==> config.mk <==
export PLATFORM = sky130hd
export DESIGN_NAME = current_overload_peak_monitor_core
export DESIGN_NICKNAME = d
export VERILOG_FILES = /design/src/rtl/cop_pkg.sv /design/src/rtl/current_overload_peak_monitor_core.sv /design/src/rtl/cop_regs.sv /design/src/rtl/cop_front.sv /design/src/rtl/cop_accum.sv
export SDC_FILE = /design/constraint.sdc
export NUM_CORES = 2
export LEC_CHECK = 0
export BUFFER_PORTS_ARGS = -buffer_cell sky130_fd_sc_hd__buf_2
export CAP_MARGIN = 0
export CORE_UTILIZATION = 49
export CTS_CLUSTER_DIAMETER = 40
export DETAILED_ROUTE_END_ITERATION = 8
export PLACE_DENSITY = 0.65
export SYNTH_ARGS = -nofsm -noshare
export SYNTH_HDL_FRONTEND = slang
export SYNTH_SLANG_ARGS = --single-unit
==> constraint.sdc <==
create_clock -name clk -period 12.24 [get_ports clk]
set_input_delay 1.224 -clock clk [delete_from_list [all_inputs] [get_ports clk]]
set_output_delay 1.224 -clock clk [all_outputs]
set_load 0.03 [all_outputs]
==> src/rtl/cop_pkg.sv <==
`timescale 1ns / 1ps

package cop_pkg;

	localparam int AXIS_W    = 3;
	localparam int SAMPLE_W  = 32;
	localparam int CUR_W     = 32;
	localparam int LIMIT_W   = 63;
	localparam int ACC_W     = 64;
	localparam int ACC_SHIFT = 24;
	localparam int INC_W     = 2 * CUR_W - ACC_SHIFT;
	localparam int APB_AW    = 5;
	localparam int APB_DW    = 64;

	localparam logic [CUR_W-1:0]   RATED_RESET = 32'd16777216;
	localparam logic [CUR_W-1:0]   PEAK_RESET  = 32'd50331648;
	localparam logic [LIMIT_W-1:0] LIMIT_RESET = 63'd1871704703661;

	// register index, byte address / 8
	typedef enum logic [1:0] {
		REG_RATED = 2'd0,
		REG_PEAK  = 2'd1,
		REG_LIMIT = 2'd2,
		REG_NONE  = 2'd3
	} cop_reg_t;

	typedef struct packed {
		logic [AXIS_W-1:0]          axis;
		logic signed [SAMPLE_W-1:0] current_sample;
	} cop_in_t;

	typedef struct packed {
		logic [AXIS_W-1:0] axis_out;
		logic              peak_fault;
		logic              overload_fault;
		logic [ACC_W-1:0]  load_level;
	} cop_out_t;

	typedef struct packed {
		logic [CUR_W-1:0]   rated_current;
		logic [CUR_W-1:0]   peak_current;
		logic [LIMIT_W-1:0] overload_limit;
	} cop_cfg_t;

	// sample after magnitude, compares and squaring
	typedef struct packed {
		logic [AXIS_W-1:0] axis;
		logic              peak_now;
		logic              over_rated;
		logic [INC_W-1:0]  inc;
	} cop_mid_t;

endpackage

==> src/rtl/current_overload_peak_monitor_core.sv <==
`timescale 1ns / 1ps
// path: an accepted item passes through the stage 1, stage 2 and output registers
// throughput: one item per cycle when out_stall is low; the per-axis accumulator
//   is read and written in stage 2 only, so same-axis items may follow back to back
// reset: arst_n clears all stage valids, the per-axis accumulators and peak
//   flags, and loads the threshold registers with their defaults

module current_overload_peak_monitor_core #(
	parameter int NUM_AXES = 8
) (
	input  logic                       clk,
	input  logic                       arst_n,
	// sample channel
	input  logic                       in_valid,
	output logic                       in_stall,
	input  cop_pkg::cop_in_t           in_data,
	// result channel
	output logic                       out_valid,
	input  logic                       out_stall,
	output cop_pkg::cop_out_t          out_data,
	// configuration
	input  logic                       psel,
	input  logic                       penable,
	input  logic                       pwrite,
	input  logic [cop_pkg::APB_AW-1:0] paddr,
	input  logic [cop_pkg::APB_DW-1:0] pwdata,
	output logic [cop_pkg::APB_DW-1:0] prdata,
	output logic                       pready
);
	import cop_pkg::*;

	// stage 1 holds the raw item, stage 2 the squared magnitude and compares,
	// the output register the finished result
	cop_in_t  item_s1;
	logic     valid_s1;
	cop_mid_t mid_s2;
	logic     valid_s2;
	cop_out_t out_q;
	logic     out_valid_q;

	cop_cfg_t cfg;
	cop_mid_t mid_d;
	cop_out_t res_d;

	// each stage takes new data when it is empty or its content moves on
	logic out_ready;
	logic ready_s2;
	logic ready_s1;
	logic adv_s1;
	logic adv_s2;
	logic in_fire;

	assign out_ready = !out_valid_q || !out_stall;
	assign ready_s2  = !valid_s2 || out_ready;
	assign ready_s1  = !valid_s1 || ready_s2;
	assign adv_s1    = valid_s1 && ready_s2;
	assign adv_s2    = valid_s2 && out_ready;
	assign in_fire   = in_valid && ready_s1;

	assign in_stall  = !ready_s1;
	assign out_valid = out_valid_q;
	assign out_data  = out_q;

	cop_regs u_regs (
		.clk     (clk),
		.arst_n  (arst_n),
		.psel    (psel),
		.penable (penable),
		.pwrite  (pwrite),
		.paddr   (paddr),
		.pwdata  (pwdata),
		.prdata  (prdata),
		.pready  (pready),
		.cfg     (cfg)
	);

	// magnitude, threshold compares and the 32x32 square
	cop_front u_front (
		.item (item_s1),
		.cfg  (cfg),
		.mid  (mid_d)
	);

	// per-axis state; updated exactly when the stage 2 item moves to the output
	cop_accum #(
		.NUM_AXES (NUM_AXES)
	) u_accum (
		.clk    (clk),
		.arst_n (arst_n),
		.upd    (adv_s2),
		.mid    (mid_s2),
		.cfg    (cfg),
		.res    (res_d)
	);

	always_ff @(posedge clk or negedge arst_n) begin
		if (!arst_n) begin
			valid_s1    <= 1'b0;
			valid_s2    <= 1'b0;
			out_valid_q <= 1'b0;
		end else begin
			if (ready_s1) begin
				valid_s1 <= in_valid;
			end
			if (ready_s2) begin
				valid_s2 <= valid_s1;
			end
			if (out_ready) begin
				out_valid_q <= valid_s2;
			end
		end
	end

	// payload registers, no reset
	always_ff @(posedge clk) begin
		if (in_fire) begin
			item_s1 <= in_data;
		end
		if (adv_s1) begin
			mid_s2 <= mid_d;
		end
		if (adv_s2) begin
			out_q <= res_d;
		end
	end

endmodule

==> src/rtl/cop_regs.sv <==
`timescale 1ns / 1ps

module cop_regs (
	input  logic                       clk,
	input  logic                       arst_n,
	input  logic                       psel,
	input  logic                       penable,
	input  logic                       pwrite,
	input  logic [cop_pkg::APB_AW-1:0] paddr,
	input  logic [cop_pkg::APB_DW-1:0] pwdata,
	output logic [cop_pkg::APB_DW-1:0] prdata,
	output logic                       pready,
	output cop_pkg::cop_cfg_t          cfg
);
	import cop_pkg::*;

	cop_cfg_t cfg_q;
	cop_reg_t sel;
	logic     wr_en;

	assign sel    = cop_reg_t'(paddr[APB_AW-1:3]);
	assign pready = 1'b1;
	assign wr_en  = psel && penable && pwrite && pready;
	assign cfg    = cfg_q;

	always_ff @(posedge clk or negedge arst_n) begin
		if (!arst_n) begin
			cfg_q.rated_current  <= RATED_RESET;
			cfg_q.peak_current   <= PEAK_RESET;
			cfg_q.overload_limit <= LIMIT_RESET;
		end else if (wr_en) begin
			case (sel)
				REG_RATED: cfg_q.rated_current  <= pwdata[CUR_W-1:0];
				REG_PEAK:  cfg_q.peak_current   <= pwdata[CUR_W-1:0];
				REG_LIMIT: cfg_q.overload_limit <= pwdata[LIMIT_W-1:0];
				default: ;
			endcase
		end
	end

	always_comb begin
		case (sel)
			REG_RATED: prdata = APB_DW'(cfg_q.rated_current);
			REG_PEAK:  prdata = APB_DW'(cfg_q.peak_current);
			REG_LIMIT: prdata = APB_DW'(cfg_q.overload_limit);
			default:   prdata = '0;
		endcase
	end

endmodule

==> src/rtl/cop_front.sv <==
`timescale 1ns / 1ps

module cop_front (
	input  cop_pkg::cop_in_t  item,
	input  cop_pkg::cop_cfg_t cfg,
	output cop_pkg::cop_mid_t mid
);
	import cop_pkg::*;

	logic [CUR_W-1:0]   mag;
	logic [2*CUR_W-1:0] sq;

	// two's complement magnitude; most negative sample gives 2^31 unsigned
	assign mag = item.current_sample[SAMPLE_W-1] ?
		(~item.current_sample + 1'b1) : item.current_sample;
	assign sq  = mag * mag;

	assign mid.axis       = item.axis;
	assign mid.peak_now   = (mag >= cfg.peak_current);
	assign mid.over_rated = (mag > cfg.rated_current);
	assign mid.inc        = sq[2*CUR_W-1:ACC_SHIFT];

endmodule

==> src/rtl/cop_accum.sv <==
`timescale 1ns / 1ps

module cop_accum #(
	parameter int NUM_AXES = 8
) (
	input  logic                  clk,
	input  logic                  arst_n,
	input  logic                  upd,
	input  cop_pkg::cop_mid_t     mid,
	input  cop_pkg::cop_cfg_t     cfg,
	output cop_pkg::cop_out_t     res
);
	import cop_pkg::*;

	localparam int IDX_W = (NUM_AXES > 1) ? $clog2(NUM_AXES) : 1;

	logic [ACC_W-1:0] accum_q [NUM_AXES];
	logic             prev_q  [NUM_AXES];

	logic [IDX_W-1:0] idx;
	logic             axis_ok;
	logic [ACC_W-1:0] acc_old;
	logic [ACC_W:0]   sum;
	logic [ACC_W-1:0] acc_new;
	logic             ov;
	logic             pk;
	logic [ACC_W-1:0] acc_next;

	assign axis_ok = (32'(mid.axis) < 32'(NUM_AXES));
	assign idx     = IDX_W'(32'(mid.axis));
	assign acc_old = axis_ok ? accum_q[idx] : '0;
	assign sum     = {1'b0, acc_old} + (ACC_W + 1)'(mid.inc);

	always_comb begin
		if (mid.over_rated) begin
			acc_new = sum[ACC_W] ? '1 : sum[ACC_W-1:0];
		end else begin
			acc_new = acc_old;
		end
		ov       = axis_ok && (acc_new > ACC_W'(cfg.overload_limit));
		pk       = axis_ok && mid.peak_now && !prev_q[idx];
		acc_next = ov ? '0 : acc_new;
	end

	assign res.axis_out       = mid.axis;
	assign res.peak_fault     = pk;
	assign res.overload_fault = ov;
	assign res.load_level     = axis_ok ? acc_next : '0;

	always_ff @(posedge clk or negedge arst_n) begin
		if (!arst_n) begin
			for (int i = 0; i < NUM_AXES; i++) begin
				accum_q[i] <= '0;
				prev_q[i]  <= 1'b0;
			end
		end else if (upd && axis_ok) begin
			accum_q[idx] <= acc_next;
			prev_q[idx]  <= mid.peak_now;
		end
	end

endmodule

==> impl_metrics.py <==
metrics = {
    "synthesis": {
        "synthMuxAreaShare_pct": 3.14,
        "syn_area_um2": 67700,
        "synth-edff-count": 149,
        "ys_ff_latch": 799,
        "synth-compound-area-share_pct": 12.5,
        "synth_top_family_by_area": "adder cells",
        "ys_types": 97,
        "yosys.area.top_type_share_pct": 23.6,
        "synth_flop_cell": "dfrtp_1",
        "avgSynthCellArea_um2": 9.69,
        "ys_seq_area_share_pct": 30.7,
        "yosys.area.top_type": "fa_1",
        "yosysMostFrequentCell": "inv_1",
        "synth_top_cells_by_area": "fa_1 (24%), dfrtp_1 (23%), ha_1 (8.2%), inv_1 (6.8%), edfxtp_1 (6.6%)",
        "synth_adder_area_share_pct": 31.8,
        "synthSimpleGateAreaFrac_pct": 11.1,
        "syn_inst": 6988,
        "synthXorXnorAreaFrac_pct": 1.86,
        "synth_top_cells_by_count": "inv_1 (1218), nand2_1 (982), fa_1 (797)",
        "ys.warnings.count": 0,
        "async_flop_share_pct": 81.4,
    },
    "grt": {
        "overflow": 0,
        "grt_pass1_wl_um": 318000,
        "grt_usage_pct": 30.0,
        "grt_pass1_vias": 53700,
        "grt_max_degree": 120,
        "antenna_found_initial": 7,
    },
    "cells_and_area": {
        "num_antenna_cells": 0,
        "fillers": 12200,
        "syn2layout_area_growth_pct": 11.9,
        "layout-drive-gt1-share_pct": 11.2,
        "fin_area_um2": 75800,
        "nets": 8513,
    },
    "cts": {
        "path_clk_slew_ns": 0.05,
        "cts.path.max_buffers": 3,
        "worstSkewPairLatency_ns": 0.78,
        "htree_levels": 4,
        "cts_setup_buffers": 0,
        "post_cts_resized": 0,
        "numCtsBuffers": 131,
        "cts.hold.buffers_added": 0,
        "clock-sinks": 799,
        "cts_tree": "done",
        "ctsRootBufferMaster": "clkbuf_16",
    },
    "timing": {
        "setup_tns_ns": 0,
        "relSlewSlack_pct": 12.0,
        "maxSlewViolCount": 0,
        "worstMarginPinSlew_ns": 1.30,
        "fin_skew_ns": 0.0509,
        "fmax_mhz": 87.1,
        "hold_viol_final": 0,
        "period_share_pct": 93.8,
        "fin_ws_ns": 0.761,
        "period_minus_slack_ns": 11.48,
        "rsz0062_at_grt": "no",
        "finalSetupViolations": 0,
    },
    "detailed_routing": {
        "ant_nets": 0,
        "drc_errors": 0,
        "vias": 51700,
        "avgRoutedWirePerCell_um": 22.8,
        "drt_iter0_drc": 4812,
        "routed_via_density": 5.70,
        "drt_first_pass_iters": 6,
        "wl_um": 207000,
    },
    "setup_path": {
        "slowest_delay_ns": 0.65,
        "worstPathArrival_ns": 11.96,
        "crit_family": "adder cells",
        "cp_num_buf_inv": 9,
        "cp.required_ns": 12.72,
        "cp-startpoint": "item_s1[7]$_DFFE_PP_",
        "slowest_stage": "a2111oi_0",
        "path_common_cell": "fa_1",
        "rr_startpoint": "item_s1[7]$_DFFE_PP_",
        "endpoint_kind": "register",
        "crit_path_max_fanout": 16,
        "cp-start-kind": "register",
        "path_class": "register to register",
    },
    "floorplanning": {
        "die_width_um": 374,
        "io-pin-count": 247,
        "die_y_um": 374,
        "dieArea_um2": 140000,
        "fp-row-count": 136,
        "initial_core_util_pct": 49.3,
        "core_area_um2": 137000,
    },
    "run": {
        "drv_cap": 0,
    },
    "place": {
        "hpwl_um": 153000,
        "place_congestion": 0.943,
        "placed_area_um2": 71100,
        "io_buffers": 240,
        "pre_cts_ws_ns": 0.846,
    },
    "worst_hold_path": {
        "worst_hold_startpoint": "item_s1[34]$_DFFE_PP_",
        "hold_path_class": "register to register",
    },
    "outcome": {
        "outcome": "finished clean",
    },
}
[layer usage]
layer / routed length (um) / part of all wire [%] / vias up / GRT usage [%]
met4: 9110 / 4.4 / 12 / 12.5
met3: 18200 / 8.8 / 502 / 6.37
met5: 89 / 0.043 / - / 0
met1: 84900 / 41 / 26000 / 40.2
met2: 94500 / 46 / 2086 / 47.2
li1: - / - / 23100 / -
[logic make-up (layout without fill, tap and decap cells)]
family / after synthesis / in the layout
multiplexers: 163 / 163
AND/OR/NAND/NOR: 1745 / 1745
other: 2 / 28
AO/OA/AOI/OAI: 1301 / 1301
buffers and inverters: 1593 / 1850
flip-flops: 799 / 799
XOR/XNOR: 144 / 144
adder cells (fa/ha/maj): 1241 / 1241
[registers in the layout, indices dropped and copies added, names as in the netlist]
signal           cells
u_regs.cfg         127
u_accum.accum_q    512
valid_s2             1
u_accum.prev_q       8
out_valid            1
mid_s2              45
out_data            69
valid_s1             1
item_s1             35
[placed cells by master, fill, tap and decap left out, drive strengths merged, types with 32 or more instances in the layout]
cell    Yosys  final
xor2       67     67
o21ai     505    505
xnor2      77     77
a22oi      89     89
a21oi     125    125
clkbuf    274    154
o31ai     244    244
a21o       60     60
ha        443    443
nand4      46     46
nor2      387    387
nand3      92     92
buf        88    377
mux4       32     32
mux2       64     64
edfxtp    149    149
clkinv      9     54
inv      1222   1243
dfrtp     626    626
mux2i      67     67
a221oi     42     42
a31oi      33     33
fa        797    797
and2       57     57
nor3       49     49
nand2     983    983
[per-stage QoR]
stage / hold WS [ns] / utilization [%] / cells
finish: 0.421 / 55.2 / 9065
global route: 0.426 / 55.2 / 9065
CTS: 0.418 / 55.2 / 9065
detailed placement: 0.405 / 51.8 / 8823
global placement: 0.405 / 51.8 / 8823
floorplan: 0.400 / - / 7014
[path summary, 6_finish.rpt]
path / endpoint / slack [ns] / cells after the start
worst max-delay path: mid_s2[39]$_DFFE_PP_ / 0.76 / 36
worst min-delay path: mid_s2[44]$_DFFE_PP_ / 0.42 / 0
worst max register to register: mid_s2[39]$_DFFE_PP_ / 0.76 / 36
worst min register to register: mid_s2[44]$_DFFE_PP_ / 0.42 / 0
max in group asynchronous: u_accum.accum_q[41]$_DFFE_PN0P_ / 9.23 / 3
min in group asynchronous: u_accum.accum_q[376]$_DFFE_PN0P_ / 0.49 / 1
[area by class of cell]
cell class | count | area (um^2) | area share [%]
Clock inverter | 88 | 1130 | 1.49
Timing Repair Buffer | 377 | 2280 | 3.00
Inverter | 1231 | 4620 | 6.10
Tap cell | 1794 | 2240 | 2.96
Clock buffer | 154 | 3520 | 4.64
Multi-Input combinational cell | 4622 | 41200 | 54.4
Sequential cell | 799 | 20800 | 27.4
Power is not shown: default switching activity piles up to over one toggle a cycle in this logic, so the estimate is an artifact.
